File: config.mk
export PLATFORM = sky130hd
export DESIGN_NAME = priority_bitmap_ready_queue_scheduler_flat
export DESIGN_NICKNAME = d
export VERILOG_FILES = /design/src/hdl/pbrq_pkg.sv /design/src/hdl/pbrq_if.sv /design/src/hdl/pbrq_ram.sv /design/src/hdl/pbrq_ctrl.sv /design/src/hdl/pbrq_datapath.sv /design/src/hdl/priority_bitmap_ready_queue_scheduler.sv /design/src/flat_wrapper.sv
export VERILOG_INCLUDE_DIRS = /design/src /design/src/hdl
export SDC_FILE = /design/constraint.sdc
export NUM_CORES = 1
export LEC_CHECK = 0
export ABC_AREA = 1
export BUFFER_PORTS_ARGS = -buffer_cell sky130_fd_sc_hd__clkbuf_2
export CAP_MARGIN = 20
export CORE_MARGIN = 5
export CORE_UTILIZATION = 31
export DETAILED_ROUTE_END_ITERATION = 8
export PLACE_DENSITY_LB_ADDON = 0.3
export SYNTH_ARGS = -nofsm -noshare
export SYNTH_HDL_FRONTEND = slang
export SYNTH_SLANG_ARGS = --single-unit
File: constraint.sdc
create_clock -name clock -period 6.4 [get_ports clock]
set_input_delay 0.64 -clock clock [delete_from_list [all_inputs] [get_ports clock]]
set_output_delay 0.64 -clock clock [all_outputs]
set_load 0.02 [all_outputs]
File: src/hdl/assert_macros.svh
// Assertion macros shared by the scheduler RTL.
// Each macro expands to one labeled concurrent assertion on a rising clock edge.
`ifndef ASSERT_MACROS_SVH
`define ASSERT_MACROS_SVH

// The consequent must hold in the same cycle as the antecedent.
`define ASSERT_IMPL(label, clk, rst, ante, cons, msg) \
   label: assert property (@(posedge clk) disable iff (rst) (ante) |-> (cons)) \
      else $error(msg);

// The consequent must hold in the cycle after the antecedent.
`define ASSERT_NEXT(label, clk, rst, ante, cons, msg) \
   label: assert property (@(posedge clk) disable iff (rst) (ante) |=> (cons)) \
      else $error(msg);

`endif

File: src/hdl/pbrq_pkg.sv
// Shared types and constants of the priority bitmap ready-queue scheduler.
// Used by the channel interfaces, the controller, the datapath and the top level.
package pbrq_pkg;

   // Widths of the transaction fields.
   localparam int KIND_W = 2;
   localparam int ID_W   = 5;
   localparam int PRIO_W = 5;
   localparam int BITS_W = 32;

   // Operation codes carried in the kind field.
   localparam logic [KIND_W-1:0] KIND_INSERT   = 2'd0;
   localparam logic [KIND_W-1:0] KIND_REMOVE   = 2'd1;
   localparam logic [KIND_W-1:0] KIND_SCHEDULE = 2'd2;

   // Commands from the controller to the datapath.
   typedef struct packed {
      logic load;      // capture the request fields
      logic issue_wr;  // first table pass: reads launched, early writes done
      logic commit;    // second table pass: final writes, state and response update
   } pbrq_cmd_type;

endpackage

File: src/hdl/pbrq_if.sv
// Valid/ready channel interfaces for scheduler requests and responses.
// Depends on pbrq_pkg for the field widths.
interface pbrq_req_if;
   logic                          valid;
   logic                          ready;
   logic [pbrq_pkg::KIND_W-1:0]   kind;
   logic [pbrq_pkg::ID_W-1:0]     thread_id;
   logic [pbrq_pkg::PRIO_W-1:0]   thread_priority;

   modport source (output valid, kind, thread_id, thread_priority, input ready);
   modport sink (input valid, kind, thread_id, thread_priority, output ready);
endinterface

interface pbrq_rsp_if;
   logic                          valid;
   logic                          ready;
   logic                          switched;
   logic [pbrq_pkg::ID_W-1:0]     new_thread;
   logic [pbrq_pkg::ID_W-1:0]     old_thread;
   logic                          from_valid;
   logic                          none_ready;
   logic                          ignored;
   logic [pbrq_pkg::BITS_W-1:0]   ready_bits;
   logic [pbrq_pkg::PRIO_W-1:0]   running_priority;

   modport source (output valid, switched, new_thread, old_thread, from_valid,
                   none_ready, ignored, ready_bits, running_priority, input ready);
   modport sink (input valid, switched, new_thread, old_thread, from_valid,
                 none_ready, ignored, ready_bits, running_priority, output ready);
endinterface

File: src/hdl/pbrq_ram.sv
// Generic single-write, single-read RAM with a registered read port.
// Stand-alone; used for every link and queue table of the scheduler.
module pbrq_ram #(
   parameter int WIDTH = 8,
   parameter int DEPTH = 32
) (
   input  logic                     clock,
   input  logic                     wr_en,
   input  logic [$clog2(DEPTH)-1:0] wr_addr,
   input  logic [WIDTH-1:0]         wr_data,
   input  logic [$clog2(DEPTH)-1:0] rd_addr,
   output logic [WIDTH-1:0]         rd_data
);

   logic [WIDTH-1:0] mem_ff [DEPTH];
   logic [WIDTH-1:0] rd_data_ff;

   // Write port and registered read port.
   always_ff @(posedge clock) begin
      if (wr_en) begin
         mem_ff[wr_addr] <= wr_data;
      end
      rd_data_ff <= mem_ff[rd_addr];
   end

   assign rd_data = rd_data_ff;

endmodule

File: src/hdl/pbrq_ctrl.sv
// Sequencing state machine of the scheduler: accept, table issue, commit.
// Depends on pbrq_pkg for the command structure.
module pbrq_ctrl (
   input  logic                   clock,
   input  logic                   reset,
   input  logic                   req_valid,
   input  logic                   rsp_ready,
   output logic                   req_ready,
   output logic                   rsp_valid,
   output pbrq_pkg::pbrq_cmd_type cmd
);

   localparam logic [1:0] ST_IDLE   = 2'd0;
   localparam logic [1:0] ST_ISSUE  = 2'd1;
   localparam logic [1:0] ST_COMMIT = 2'd2;

   logic [1:0] state_ff;
   logic [1:0] state_in;
   logic       rsp_valid_ff;
   logic       rsp_valid_in;
   logic       out_free;

   // The response register is free next cycle if empty or being drained now.
   assign out_free = !rsp_valid_ff || rsp_ready;

   // Next state and commands.
   always_comb begin
      state_in     = state_ff;
      cmd          = '0;
      req_ready    = 1'b0;
      case (state_ff)
         ST_IDLE: begin
            req_ready = 1'b1;
            if (req_valid) begin
               cmd.load = 1'b1;
               state_in = ST_ISSUE;
            end
         end
         ST_ISSUE: begin
            if (out_free) begin
               cmd.issue_wr = 1'b1;
               state_in     = ST_COMMIT;
            end
         end
         ST_COMMIT: begin
            cmd.commit = 1'b1;
            state_in   = ST_IDLE;
         end
         default: begin
            state_in = ST_IDLE;
         end
      endcase
   end

   // A commit fills the response register; the receiver empties it.
   always_comb begin
      rsp_valid_in = rsp_valid_ff;
      if (rsp_ready) begin
         rsp_valid_in = 1'b0;
      end
      if (cmd.commit) begin
         rsp_valid_in = 1'b1;
      end
   end

   always_ff @(posedge clock) begin
      if (reset) begin
         state_ff     <= ST_IDLE;
         rsp_valid_ff <= 1'b0;
      end else begin
         state_ff     <= state_in;
         rsp_valid_ff <= rsp_valid_in;
      end
   end

   assign rsp_valid = rsp_valid_ff;

endmodule

File: src/hdl/pbrq_datapath.sv
// Datapath of the scheduler: ready bitmap, queue and link tables, current thread.
// Depends on pbrq_pkg and instantiates pbrq_ram for every table.
module pbrq_datapath #(
   parameter int PRIORITIES = 32,
   parameter int THREADS    = 32
) (
   input  logic                            clock,
   input  logic                            reset,
   input  pbrq_pkg::pbrq_cmd_type          cmd,
   input  logic [pbrq_pkg::KIND_W-1:0]     req_kind,
   input  logic [pbrq_pkg::ID_W-1:0]       req_thread_id,
   input  logic [pbrq_pkg::PRIO_W-1:0]     req_thread_priority,
   output logic                            rsp_switched,
   output logic [pbrq_pkg::ID_W-1:0]       rsp_new_thread,
   output logic [pbrq_pkg::ID_W-1:0]       rsp_old_thread,
   output logic                            rsp_from_valid,
   output logic                            rsp_none_ready,
   output logic                            rsp_ignored,
   output logic [pbrq_pkg::BITS_W-1:0]     rsp_ready_bits,
   output logic [pbrq_pkg::PRIO_W-1:0]     rsp_running_priority
);

   localparam int TW = $clog2(THREADS);
   localparam int PW = $clog2(PRIORITIES);
   localparam int LW = TW + 1;
   // A link carries a null flag above the thread index.
   localparam logic [LW-1:0] NULL_LINK = {1'b1, {TW{1'b0}}};

   // Captured request.
   logic [pbrq_pkg::KIND_W-1:0] kind_ff, kind_in;
   logic [TW-1:0]               tid_ff, tid_in;
   logic                        tid_ok_ff, tid_ok_in;
   logic [PW-1:0]               prio_ff, prio_in;

   // Scheduler state.
   logic [PRIORITIES-1:0] bitmap_ff, bitmap_in;
   logic [THREADS-1:0]    queued_ff, queued_in;
   logic [TW-1:0]         cur_thread_ff, cur_thread_in;
   logic                  cur_valid_ff, cur_valid_in;
   logic [PW-1:0]         cur_prio_ff, cur_prio_in;

   // Response register.
   logic                            switched_ff;
   logic [pbrq_pkg::ID_W-1:0]       new_thread_ff;
   logic [pbrq_pkg::ID_W-1:0]       old_thread_ff;
   logic                            from_valid_ff;
   logic                            none_ready_ff;
   logic                            ignored_ff;
   logic [pbrq_pkg::BITS_W-1:0]     ready_bits_ff;
   logic [pbrq_pkg::PRIO_W-1:0]     running_priority_ff;

   // Table ports.
   logic          head_we, tail_we, next_we, prev_we, sprio_we;
   logic [PW-1:0] head_wa, tail_wa;
   logic [TW-1:0] head_wd, tail_wd, next_wa, prev_wa;
   logic [LW-1:0] next_wd, prev_wd;
   logic [TW-1:0] head_rd, tail_rd;
   logic [LW-1:0] next_rd, prev_rd;
   logic [PW-1:0] sprio_rd;

   // Decoded operation.
   logic                  bit_set;
   logic                  ins_ok;
   logic                  rem_ok;
   logic                  is_ins, is_rem, is_sched;
   logic                  pv_null, nx_null;
   logic [TW-1:0]         pv_idx, nx_idx;
   logic [PRIORITIES-1:0] lowest;
   logic [PW-1:0]         sel_prio;
   logic                  none;
   logic                  sw;

   // Request capture with thread range check and priority saturation.
   always_comb begin
      kind_in   = kind_ff;
      tid_in    = tid_ff;
      tid_ok_in = tid_ok_ff;
      prio_in   = prio_ff;
      if (cmd.load) begin
         kind_in   = req_kind;
         tid_in    = TW'(req_thread_id);
         tid_ok_in = (32'(req_thread_id) < THREADS);
         prio_in   = (32'(req_thread_priority) >= PRIORITIES) ? PW'(PRIORITIES - 1)
                                                              : PW'(req_thread_priority);
      end
   end

   always_ff @(posedge clock) begin
      kind_ff   <= kind_in;
      tid_ff    <= tid_in;
      tid_ok_ff <= tid_ok_in;
      prio_ff   <= prio_in;
   end

   // Operation decode.
   assign is_ins   = (kind_ff == pbrq_pkg::KIND_INSERT);
   assign is_rem   = (kind_ff == pbrq_pkg::KIND_REMOVE);
   assign is_sched = (kind_ff == pbrq_pkg::KIND_SCHEDULE);
   assign bit_set  = bitmap_ff[prio_ff];
   assign ins_ok   = is_ins && tid_ok_ff && !queued_ff[tid_ff];
   assign rem_ok   = is_rem && tid_ok_ff && queued_ff[tid_ff];
   assign pv_null  = prev_rd[LW-1];
   assign nx_null  = next_rd[LW-1];
   assign pv_idx   = prev_rd[TW-1:0];
   assign nx_idx   = next_rd[TW-1:0];

   // Highest ready priority: isolate the lowest set bit, then encode it.
   assign lowest = bitmap_ff & ((~bitmap_ff) + PRIORITIES'(1));

   always_comb begin
      sel_prio = '0;
      for (int b = 0; b < PW; b++) begin
         for (int i = 0; i < PRIORITIES; i++) begin
            if (i[b]) begin
               sel_prio[b] = sel_prio[b] | lowest[i];
            end
         end
      end
   end

   // Table writes: early writes in the issue pass, the rest at commit.
   always_comb begin
      head_we  = 1'b0;  head_wa = prio_ff;  head_wd = tid_ff;
      tail_we  = 1'b0;  tail_wa = prio_ff;  tail_wd = tid_ff;
      next_we  = 1'b0;  next_wa = tid_ff;   next_wd = NULL_LINK;
      prev_we  = 1'b0;  prev_wa = tid_ff;   prev_wd = NULL_LINK;
      sprio_we = 1'b0;
      if (cmd.issue_wr && ins_ok) begin
         next_we  = 1'b1;
         sprio_we = 1'b1;
         if (!bit_set) begin
            prev_we = 1'b1;
            head_we = 1'b1;
         end
      end
      if (cmd.commit && ins_ok) begin
         tail_we = 1'b1;
         if (bit_set) begin
            prev_we = 1'b1;
            prev_wd = {1'b0, tail_rd};
            next_we = 1'b1;
            next_wa = tail_rd;
            next_wd = {1'b0, tid_ff};
         end
      end
      if (cmd.commit && rem_ok) begin
         // Unlink from the predecessor, or move the queue head.
         if (!pv_null) begin
            next_we = 1'b1;
            next_wa = pv_idx;
            next_wd = next_rd;
         end else begin
            head_we = 1'b1;
            head_wa = sprio_rd;
            head_wd = nx_idx;
         end
         // Unlink from the successor, or move the queue tail.
         if (!nx_null) begin
            prev_we = 1'b1;
            prev_wa = nx_idx;
            prev_wd = prev_rd;
         end else begin
            tail_we = 1'b1;
            tail_wa = sprio_rd;
            tail_wd = pv_idx;
         end
      end
   end

   pbrq_ram #(.WIDTH(TW), .DEPTH(PRIORITIES)) u_head (
      .clock(clock), .wr_en(head_we), .wr_addr(head_wa), .wr_data(head_wd),
      .rd_addr(sel_prio), .rd_data(head_rd)
   );

   pbrq_ram #(.WIDTH(TW), .DEPTH(PRIORITIES)) u_tail (
      .clock(clock), .wr_en(tail_we), .wr_addr(tail_wa), .wr_data(tail_wd),
      .rd_addr(prio_ff), .rd_data(tail_rd)
   );

   pbrq_ram #(.WIDTH(LW), .DEPTH(THREADS)) u_next (
      .clock(clock), .wr_en(next_we), .wr_addr(next_wa), .wr_data(next_wd),
      .rd_addr(tid_ff), .rd_data(next_rd)
   );

   pbrq_ram #(.WIDTH(LW), .DEPTH(THREADS)) u_prev (
      .clock(clock), .wr_en(prev_we), .wr_addr(prev_wa), .wr_data(prev_wd),
      .rd_addr(tid_ff), .rd_data(prev_rd)
   );

   pbrq_ram #(.WIDTH(PW), .DEPTH(THREADS)) u_sprio (
      .clock(clock), .wr_en(sprio_we), .wr_addr(tid_ff), .wr_data(prio_ff),
      .rd_addr(tid_ff), .rd_data(sprio_rd)
   );

   // Schedule decision.
   assign none = is_sched && (bitmap_ff == '0);
   assign sw   = is_sched && !none && (!cur_valid_ff || (head_rd != cur_thread_ff));

   // State update at commit.
   always_comb begin
      bitmap_in     = bitmap_ff;
      queued_in     = queued_ff;
      cur_thread_in = cur_thread_ff;
      cur_valid_in  = cur_valid_ff;
      cur_prio_in   = cur_prio_ff;
      if (cmd.commit) begin
         if (ins_ok) begin
            bitmap_in         = bitmap_ff | (PRIORITIES'(1) << prio_ff);
            queued_in[tid_ff] = 1'b1;
         end
         if (rem_ok) begin
            if (pv_null && nx_null) begin
               bitmap_in = bitmap_ff & ~(PRIORITIES'(1) << sprio_rd);
            end
            queued_in[tid_ff] = 1'b0;
         end
         if (sw) begin
            cur_thread_in = head_rd;
            cur_valid_in  = 1'b1;
            cur_prio_in   = sel_prio;
         end
      end
   end

   always_ff @(posedge clock) begin
      if (reset) begin
         bitmap_ff     <= '0;
         queued_ff     <= '0;
         cur_thread_ff <= '0;
         cur_valid_ff  <= 1'b0;
         cur_prio_ff   <= PW'(PRIORITIES - 1);
      end else begin
         bitmap_ff     <= bitmap_in;
         queued_ff     <= queued_in;
         cur_thread_ff <= cur_thread_in;
         cur_valid_ff  <= cur_valid_in;
         cur_prio_ff   <= cur_prio_in;
      end
   end

   // Response register, loaded at commit.
   always_ff @(posedge clock) begin
      if (cmd.commit) begin
         switched_ff         <= sw;
         new_thread_ff       <= pbrq_pkg::ID_W'(cur_thread_in);
         old_thread_ff       <= (sw && cur_valid_ff) ? pbrq_pkg::ID_W'(cur_thread_ff) : '0;
         from_valid_ff       <= sw && cur_valid_ff;
         none_ready_ff       <= none;
         ignored_ff          <= (is_ins && !ins_ok) || (is_rem && !rem_ok);
         ready_bits_ff       <= pbrq_pkg::BITS_W'(bitmap_in);
         running_priority_ff <= pbrq_pkg::PRIO_W'(cur_prio_in);
      end
   end

   assign rsp_switched         = switched_ff;
   assign rsp_new_thread       = new_thread_ff;
   assign rsp_old_thread       = old_thread_ff;
   assign rsp_from_valid       = from_valid_ff;
   assign rsp_none_ready       = none_ready_ff;
   assign rsp_ignored          = ignored_ff;
   assign rsp_ready_bits       = ready_bits_ff;
   assign rsp_running_priority = running_priority_ff;

endmodule

File: src/hdl/priority_bitmap_ready_queue_scheduler.sv
// Priority bitmap ready-queue scheduler.
// The req channel carries one operation per transaction: insert a thread at the
// tail of its priority's FIFO, remove a thread from its FIFO, or schedule the
// head thread of the highest non-empty priority (priority 0 is highest).
// The rsp channel returns exactly one transaction per request: switch flags,
// the running thread and priority, and the ready bitmap after the operation.
// Each request is captured, then makes two passes through the registered-read
// link tables (issue, then commit). The response register is loaded at commit,
// and a new request is accepted only once the previous one has committed.
// The response register decouples the two channels: the next request is taken
// while a response still waits. If the receiver stalls, the next request holds
// before its issue pass until the pending response has been taken.
// Reset clears the ready bitmap, the queued flags and the current thread; the
// link tables need no clearing since only live entries are ever read.
`include "assert_macros.svh"

module priority_bitmap_ready_queue_scheduler #(
   parameter int PRIORITIES = 32,
   parameter int THREADS    = 32
) (
   input logic        clock,
   input logic        reset,
   pbrq_req_if.sink   req,
   pbrq_rsp_if.source rsp
);

   pbrq_pkg::pbrq_cmd_type cmd;
   logic                   ctl_req_ready;
   logic                   ctl_rsp_valid;

   // Controller.
   pbrq_ctrl u_ctrl (
      .clock     (clock),
      .reset     (reset),
      .req_valid (req.valid),
      .rsp_ready (rsp.ready),
      .req_ready (ctl_req_ready),
      .rsp_valid (ctl_rsp_valid),
      .cmd       (cmd)
   );

   // Datapath.
   pbrq_datapath #(.PRIORITIES(PRIORITIES), .THREADS(THREADS)) u_datapath (
      .clock                (clock),
      .reset                (reset),
      .cmd                  (cmd),
      .req_kind             (req.kind),
      .req_thread_id        (req.thread_id),
      .req_thread_priority  (req.thread_priority),
      .rsp_switched         (rsp.switched),
      .rsp_new_thread       (rsp.new_thread),
      .rsp_old_thread       (rsp.old_thread),
      .rsp_from_valid       (rsp.from_valid),
      .rsp_none_ready       (rsp.none_ready),
      .rsp_ignored          (rsp.ignored),
      .rsp_ready_bits       (rsp.ready_bits),
      .rsp_running_priority (rsp.running_priority)
   );

   assign req.ready = ctl_req_ready;
   assign rsp.valid = ctl_rsp_valid;

   // Sequencing and result checks.
   `ASSERT_NEXT(a_issue_then_commit, clock, reset, cmd.issue_wr, cmd.commit, "no commit")
   `ASSERT_NEXT(a_commit_fills_rsp, clock, reset, cmd.commit, rsp.valid, "no response")
   `ASSERT_NEXT(a_accept_busy, clock, reset, req.valid && req.ready, !req.ready, "busy")
   `ASSERT_IMPL(a_switch_differs, clock, reset, rsp.valid && rsp.switched && rsp.from_valid, rsp.new_thread != rsp.old_thread, "same thread")

endmodule
File: src/flat_wrapper.sv
// flat-port wrapper written by rule: the top's interface ports become plain ports
module priority_bitmap_ready_queue_scheduler_flat 
#(
   parameter int PRIORITIES = 32,
   parameter int THREADS    = 32
)
  (clock, reset, req_valid, req_kind, req_thread_id, req_thread_priority, req_ready, rsp_valid, rsp_switched, rsp_new_thread, rsp_old_thread, rsp_from_valid, rsp_none_ready, rsp_ignored, rsp_ready_bits, rsp_running_priority, rsp_ready);
  pbrq_req_if req_i ();
  pbrq_rsp_if rsp_i ();
  input logic clock;
  input logic reset;
  input wire logic [$bits(req_i.valid)-1:0] req_valid;
  input wire logic [$bits(req_i.kind)-1:0] req_kind;
  input wire logic [$bits(req_i.thread_id)-1:0] req_thread_id;
  input wire logic [$bits(req_i.thread_priority)-1:0] req_thread_priority;
  output wire logic [$bits(req_i.ready)-1:0] req_ready;
  output wire logic [$bits(rsp_i.valid)-1:0] rsp_valid;
  output wire logic [$bits(rsp_i.switched)-1:0] rsp_switched;
  output wire logic [$bits(rsp_i.new_thread)-1:0] rsp_new_thread;
  output wire logic [$bits(rsp_i.old_thread)-1:0] rsp_old_thread;
  output wire logic [$bits(rsp_i.from_valid)-1:0] rsp_from_valid;
  output wire logic [$bits(rsp_i.none_ready)-1:0] rsp_none_ready;
  output wire logic [$bits(rsp_i.ignored)-1:0] rsp_ignored;
  output wire logic [$bits(rsp_i.ready_bits)-1:0] rsp_ready_bits;
  output wire logic [$bits(rsp_i.running_priority)-1:0] rsp_running_priority;
  input wire logic [$bits(rsp_i.ready)-1:0] rsp_ready;
  assign req_i.valid = req_valid;
  assign req_i.kind = req_kind;
  assign req_i.thread_id = req_thread_id;
  assign req_i.thread_priority = req_thread_priority;
  assign req_ready = req_i.ready;
  assign rsp_valid = rsp_i.valid;
  assign rsp_switched = rsp_i.switched;
  assign rsp_new_thread = rsp_i.new_thread;
  assign rsp_old_thread = rsp_i.old_thread;
  assign rsp_from_valid = rsp_i.from_valid;
  assign rsp_none_ready = rsp_i.none_ready;
  assign rsp_ignored = rsp_i.ignored;
  assign rsp_ready_bits = rsp_i.ready_bits;
  assign rsp_running_priority = rsp_i.running_priority;
  assign rsp_i.ready = rsp_ready;
  priority_bitmap_ready_queue_scheduler #(.PRIORITIES(PRIORITIES), .THREADS(THREADS)) u_core (.clock(clock), .reset(reset), .req(req_i), .rsp(rsp_i));
endmodule
After elaboration in Yosys (flattened, before gate mapping) --
Memories as Yosys holds them, arrays and structs flattened. A register that Yosys moved wholly into a read port is not among the register bits. Index checks and enable logic that the tools add are counted.
Word-level totals: output and inout bits 53, flip-flop bits (word level) 141, bits of input ports 16, memories 5, bits in writable memories 864
Memories:
- u_core.u_datapath.u_next.mem_ff | words 32, bits a word 6, rd ports 1, clocked after memory_dff 1, wr ports 1, RTL line pbrq_ram.sv:15 | logic [WIDTH-1:0] mem_ff [DEPTH];
- u_core.u_datapath.u_prev.mem_ff | words 32, bits a word 6, rd ports 1, clocked after memory_dff 1, wr ports 1, RTL line pbrq_ram.sv:15
- u_core.u_datapath.u_head.mem_ff | words 32, bits a word 5, rd ports 1, clocked after memory_dff 1, wr ports 1, RTL line pbrq_ram.sv:15
- u_core.u_datapath.u_sprio.mem_ff | words 32, bits a word 5, rd ports 1, clocked after memory_dff 1, wr ports 1, RTL line pbrq_ram.sv:15
- u_core.u_datapath.u_tail.mem_ff | words 32, bits a word 5, rd ports 1, clocked after memory_dff 1, wr ports 1, RTL line pbrq_ram.sv:15
Cells by class: order comparisons 3, multiplexer cells 76, add/sub/neg operators 1, reduce and logical (&&, ||, !) cells 28, eq/ne operators 7, shift-type cells 2, bitwise gates (word level) 83
Operators by type and width (number):
- $mux 32 | 7
- $and 32x32->32 | 3
- $not 32->32 | 3
- $mux 5 | 18
- $or 1x1->1 | 75
- $or 32x32->32 | 2
- $shl 1x5->32 const A | 2
- $mux 6 | 8
- $mux 1 | 37
- $add 32x1->32 const B | 1
- $logic_not 32->1 | 1
- $logic_and 1x1->1 | 13
- $lt 5x6->1 const B | 2
- $bmux 1 s5 | 2
- $logic_not 1->1 | 6
- $demux 1 s5 | 1
- $ge 5x1->1 const B | 1
- $ne 5x5->1 | 1
- $eq 2x1->1 const B | 2
- $eq 2x2->1 const B | 2
- $logic_not 2->1 | 2
- $mux 2 | 2
- $ne 2x2->1 const B | 2
- $pmux 2 s2 | 1
- 3 further kinds | 6

Longest topological paths before layout --
depth in word-level cells 20, gate-level depth with buffers 18, depth with buffers taken out 17

By module --
From an unflattened synthesis, not the netlist that was laid out.
Second synthesis, totals: cell total of the unflattened synthesis 4450, area, all modules 44654.1 µm²
By module, submodules not included:
- pbrq_ram (u_core.u_datapath.u_head ...) | times used 3, area each 6796.5 µm², cells each 595
- pbrq_ram (u_core.u_datapath.u_next ...) | times used 2, area each 8077.7 µm², cells each 704
- pbrq_datapath | times used 1, area each 7961.4 µm², cells each 1237
- pbrq_ctrl | times used 1, area each 147.6 µm², cells each 20

Worst setup path after synthesis --
OpenSTA, ideal clock, no wires.
kind reg2reg, start register u_core.u_ctrl.state_ff[1], end memory u_core.u_datapath.u_head.mem_ff[0][0] in the netlist's numbering, data pin, arrival 5349 ps, stages on the path, launching flop included 9, setup time 454 ps, slack 597 ps, path buffers 2, path through dfxtp_1 inv_1 nor2_1 inv_1 nor2_8 nand2_4 buf_2 clkbuf_1 o21ai_0
RTL lines:
- start: declaration | RTL line pbrq_ctrl.sv:17 | logic [1:0] state_ff;
- start signal: assignment | RTL line pbrq_ctrl.sv:71 | state_ff <= state_in;
- end: declaration | RTL line pbrq_ram.sv:15

Worst setup path in the final report --
start register u_core.u_datapath.tid_ff[1], end memory u_core.u_datapath.u_next.mem_ff[29][4] in the netlist's numbering (enable)
On the way: longest elaborated chain between the ends 12, elaborated cells on any way between the ends 19, those cells by class 13 x mux; 6 x reduce/logical
Ends and longest elaborated chain:
- start: declaration | RTL line pbrq_datapath.sv:31 | logic [TW-1:0] tid_ff, tid_in;
- start signal: assignment | RTL line pbrq_datapath.sv:90 | tid_ff <= tid_in;
- $bmux 1 s5 | RTL line pbrq_datapath.sv:100, pbrq_datapath.sv:101
- $mux 1 (not written as such) | RTL line pbrq_datapath.sv:100, pbrq_datapath.sv:101
- $logic_not 1->1 | RTL line pbrq_datapath.sv:100 | assign ins_ok = is_ins && tid_ok_ff && !queued_ff[tid_ff];
- $logic_and 1x1->1 | RTL line pbrq_datapath.sv:100
- $logic_and 1x1->1 | RTL line pbrq_datapath.sv:128 | if (cmd.issue_wr && ins_ok) begin
- $mux 1 | RTL line pbrq_datapath.sv:128
- $mux 1 | RTL line pbrq_datapath.sv:138 | if (bit_set) begin
- $mux 1 | RTL line pbrq_datapath.sv:136 | if (cmd.commit && ins_ok) begin
- $mux 1 | RTL line pbrq_datapath.sv:148 | if (!pv_null) begin
- $mux 1 | RTL line pbrq_datapath.sv:146 | if (cmd.commit && rem_ok) begin
- $mux 1 | RTL line pbrq_ram.sv:20 | if (wr_en) begin
- $mux 1 (not written as such) | RTL line pbrq_ram.sv:21 | mem_ff[wr_addr] <= wr_data;
- end: declaration | RTL line pbrq_ram.sv:15
Several ways; a longest one is shown, not always the timed one. The select of a mux whose other input is x is not followed.

==> metrics.cfg <==
[min_path]
hold_class=input port to flop
min_delay_worst_endpoint=u_core.u_datapath.tid_ff[3]
hold_start=req_thread_id[3]
whs_path_depth=1

[logic_synthesis]
yosysWarnings=0
synth-xor-area-share_pct=0
ys_types=49
yosys.area.top_type=edfxtp_1
synthMuxAreaShare_pct=0.0272
synthArstFlopShare_pct=0
postSynthCellCount=3275
synth-compound-area-share_pct=11.8
synth_top_family_by_area=simple AND/OR/NAND/NOR gates
avgSynthCellArea_um2=12.7
synth_area_leaders=edfxtp_1, a22oi_1, dfxtp_1, nand3_1, nand2_1
syn_area_um2=41500
synth_nets=3291
ys_seq_area_share_pct=72.2
synth_edf_count=927
yosys.area_share.simple_pct=12.8
synth_top_flop_cell=edfxtp_1
ys_seq_elements=1032
synth_adder_area_share_pct=0
synth.top_cell.area_share_pct=67.1

[global_routing]
antenna_found_initial=4
grt_util_met3_pct=2.85
grt_pass1_vias=26500
grt_overflow_total=0
grt_max_degree=138
grt_pass1_wl_um=173000
busiest_layer=met2
use_met1_pct=23.0
grt_util_all_layers_pct=15.9
grtUsageMet2_pct=24.9

[sta]
setup_viol=0
skew_ps=30.2
hold_viol=0
rsz0062_at_grt=false
fin_crit_sh_pct=73.0
tightestPinTransition_ps=1080
layout_setup_ws_ps=1730
setup-tns-final_ps=0
final.min_clock_period_ps=4670
maxSlewViolCount=0
relSlewSlack_pct=27.9
clock.fmax_mhz=214

[finish]
multi_input_area_um2=10400
fill_cells=12900
finish.instance_area_um2=47500
area_growth_pct=14.6
layout_common_cells=edfxtp_1, nand3_1, a22oi_1, nand2_1, nor2_1
final_common_cell=edfxtp_1
final_util_pct=35.7
drive_above_1_share_pct=11.9
final_nets=3343
ff_latch_area_um2=29900

[setup_path]
r2r_setup_slack_ps=1730
criticalPathCategory=flop to flop
rr_worst_depth=14
cp.required_ps=6710
r2r-end=u_core.u_datapath.u_next.mem_ff[29][4]
arrival_ps=4990
end_kind=flop
start_kind=flop
regToRegStartpoint=u_core.u_datapath.tid_ff[1]
crit_fanout=44

[place]
pre_cts_ws_ps=1870
hpwl_um=73200
placed_area_um2=44000
portBuffers=68
gp_congestion=0.914

[clock_network]
clkTransAtPathRegs_ps=60
cts_resized=0
cts_buffers=105
cts_hold_buf=0
cts_tree=yes
htreeDepth=3
ctsLongestPathBuffers=3
worstSkewPairLatency_ps=700
numClockSinks=1032
postCtsSetupBuffers=0
cts-root-buf=clkbuf_16

[floorplanning]
ios=69
die_w_um=376
die_area_um2=141000
die_height_um=376
fp.coreArea_um2=133000
rows=134
initial_core_util_pct=31.2

[route]
drt_pass1_iterations=6
wl_per_cell_um=22.5
drc=0
ant_nets=0
num_vias=27500
wirelength_um=117000
vias_per_cell=5.31
drt-initial-drc-count=3005

[power]
vdd_drop_max_uv=193
power.total_mw=14.2
power_density_nw_per_um2=300
leakage_nw=16.0

[job]
cap_violations=0

[status]
status=complete, no violations

## state kept, by name, indices dropped and copies added, names as in the netlist, 5 cells and up
name	count
u_core.u_datapath.tid_ff	5
u_core.u_datapath.u_tail.rd_data	5
u_core.u_datapath.rsp_new_thread	5
u_core.u_datapath.u_prev.rd_data	6
u_core.u_datapath.queued_ff	32
u_core.u_datapath.u_next.mem_ff	192
u_core.u_datapath.u_sprio.mem_ff	160
u_core.u_datapath.u_prev.mem_ff	192
u_core.u_datapath.rsp_old_thread	5
u_core.u_datapath.cur_thread_ff	5
u_core.u_datapath.bitmap_ff	32
u_core.u_datapath.u_head.rd_data	5
u_core.u_datapath.rsp_running_priority	5
u_core.u_datapath.cur_prio_ff	5
u_core.u_datapath.u_sprio.rd_data	5
u_core.u_datapath.rsp_ready_bits	32
u_core.u_datapath.u_next.rd_data	6
u_core.u_datapath.u_head.mem_ff	160
u_core.u_datapath.u_tail.mem_ff	160
u_core.u_datapath.prio_ff	5
## kinds of logic after synthesis
kind of cell / Yosys count
flip-flops: 1032
AO/OA/AOI/OAI: 742
AND/OR/NAND/NOR: 1167
buffers and inverters: 333
multiplexers: 1
## how the worst max path moves through the flow
stage | start | to | slack [ps]
after floorplan | u_core.u_ctrl.state_ff[1] | u_core.u_datapath.u_head.mem_ff[0][0] | 600
after global placement | u_core.u_datapath.tid_ff[1] | u_core.u_datapath.u_next.mem_ff[3][3] | 1910
after detailed placement | u_core.u_datapath.tid_ff[0] | u_core.u_datapath.u_next.mem_ff[3][3] | 1870
after CTS | u_core.u_datapath.tid_ff[1] | u_core.u_datapath.u_next.mem_ff[29][2] | 1840
after global routing | u_core.u_datapath.tid_ff[0] | u_core.u_datapath.u_next.mem_ff[29][2] | 1450
final | u_core.u_datapath.tid_ff[1] | u_core.u_datapath.u_next.mem_ff[29][4] | 1730
## cells in the mapped netlist (22+ instances only)
cell / count
nand4_1: 31
nand3_1: 368
nor4_1: 22
o21ai_0: 50
a211oi_1: 57
nand2_1: 330
nor3_1: 54
a21oi_1: 217
clkbuf_1: 137
inv_1: 115
dfxtp_1: 105
edfxtp_1: 927
buf_1: 28
nor2_1: 296
a22oi_1: 356
buf_2: 25
## critical path, cell delays in order, from the launching register on
cell and delay, ps:
edfxtp_1 610, nand2_2 400, inv_4 550, a22oi_1 200, nand2_1 100, nand2_1 50
nand2_1 70, nor2_2 50, nand2_2 100, nand4_2 460, nand3_1 260, nand2_1 130
inv_1 90, nand3_1 510, nor2_1 680
## final cells by class
type	count	share of cell area [%]
diodes	1	0.00526
clock buffers	133	6.05
clock inverters	64	1.36
inverters	138	1.09
multi-input cells	1910	21.8
flip-flops and latches	1032	63.0
well taps	1768	4.65
repair buffers	140	2.05
## metrics by stage
step	hold WS, ps	std cells
after floorplan	419	3275
after global placement	450	4982
after detailed placement	459	4988
after CTS	59.3	5185
after global routing	87.7	5185
final	118	5186
## report_power, final
part           switching, mW  internal (mW)
clock network           2.61           3.63
registers             0.0428           7.33
logic                  0.493          0.134
total                   3.15           11.1
## per-layer routing
layer  vias up  share of wire, %
met5         -             0.024
met4         6               2.1
met3       161               7.1
met2      1061                46
met1     13800                45
li1      12500                 -
No activity file was read; power rests on OpenSTA's default activity.
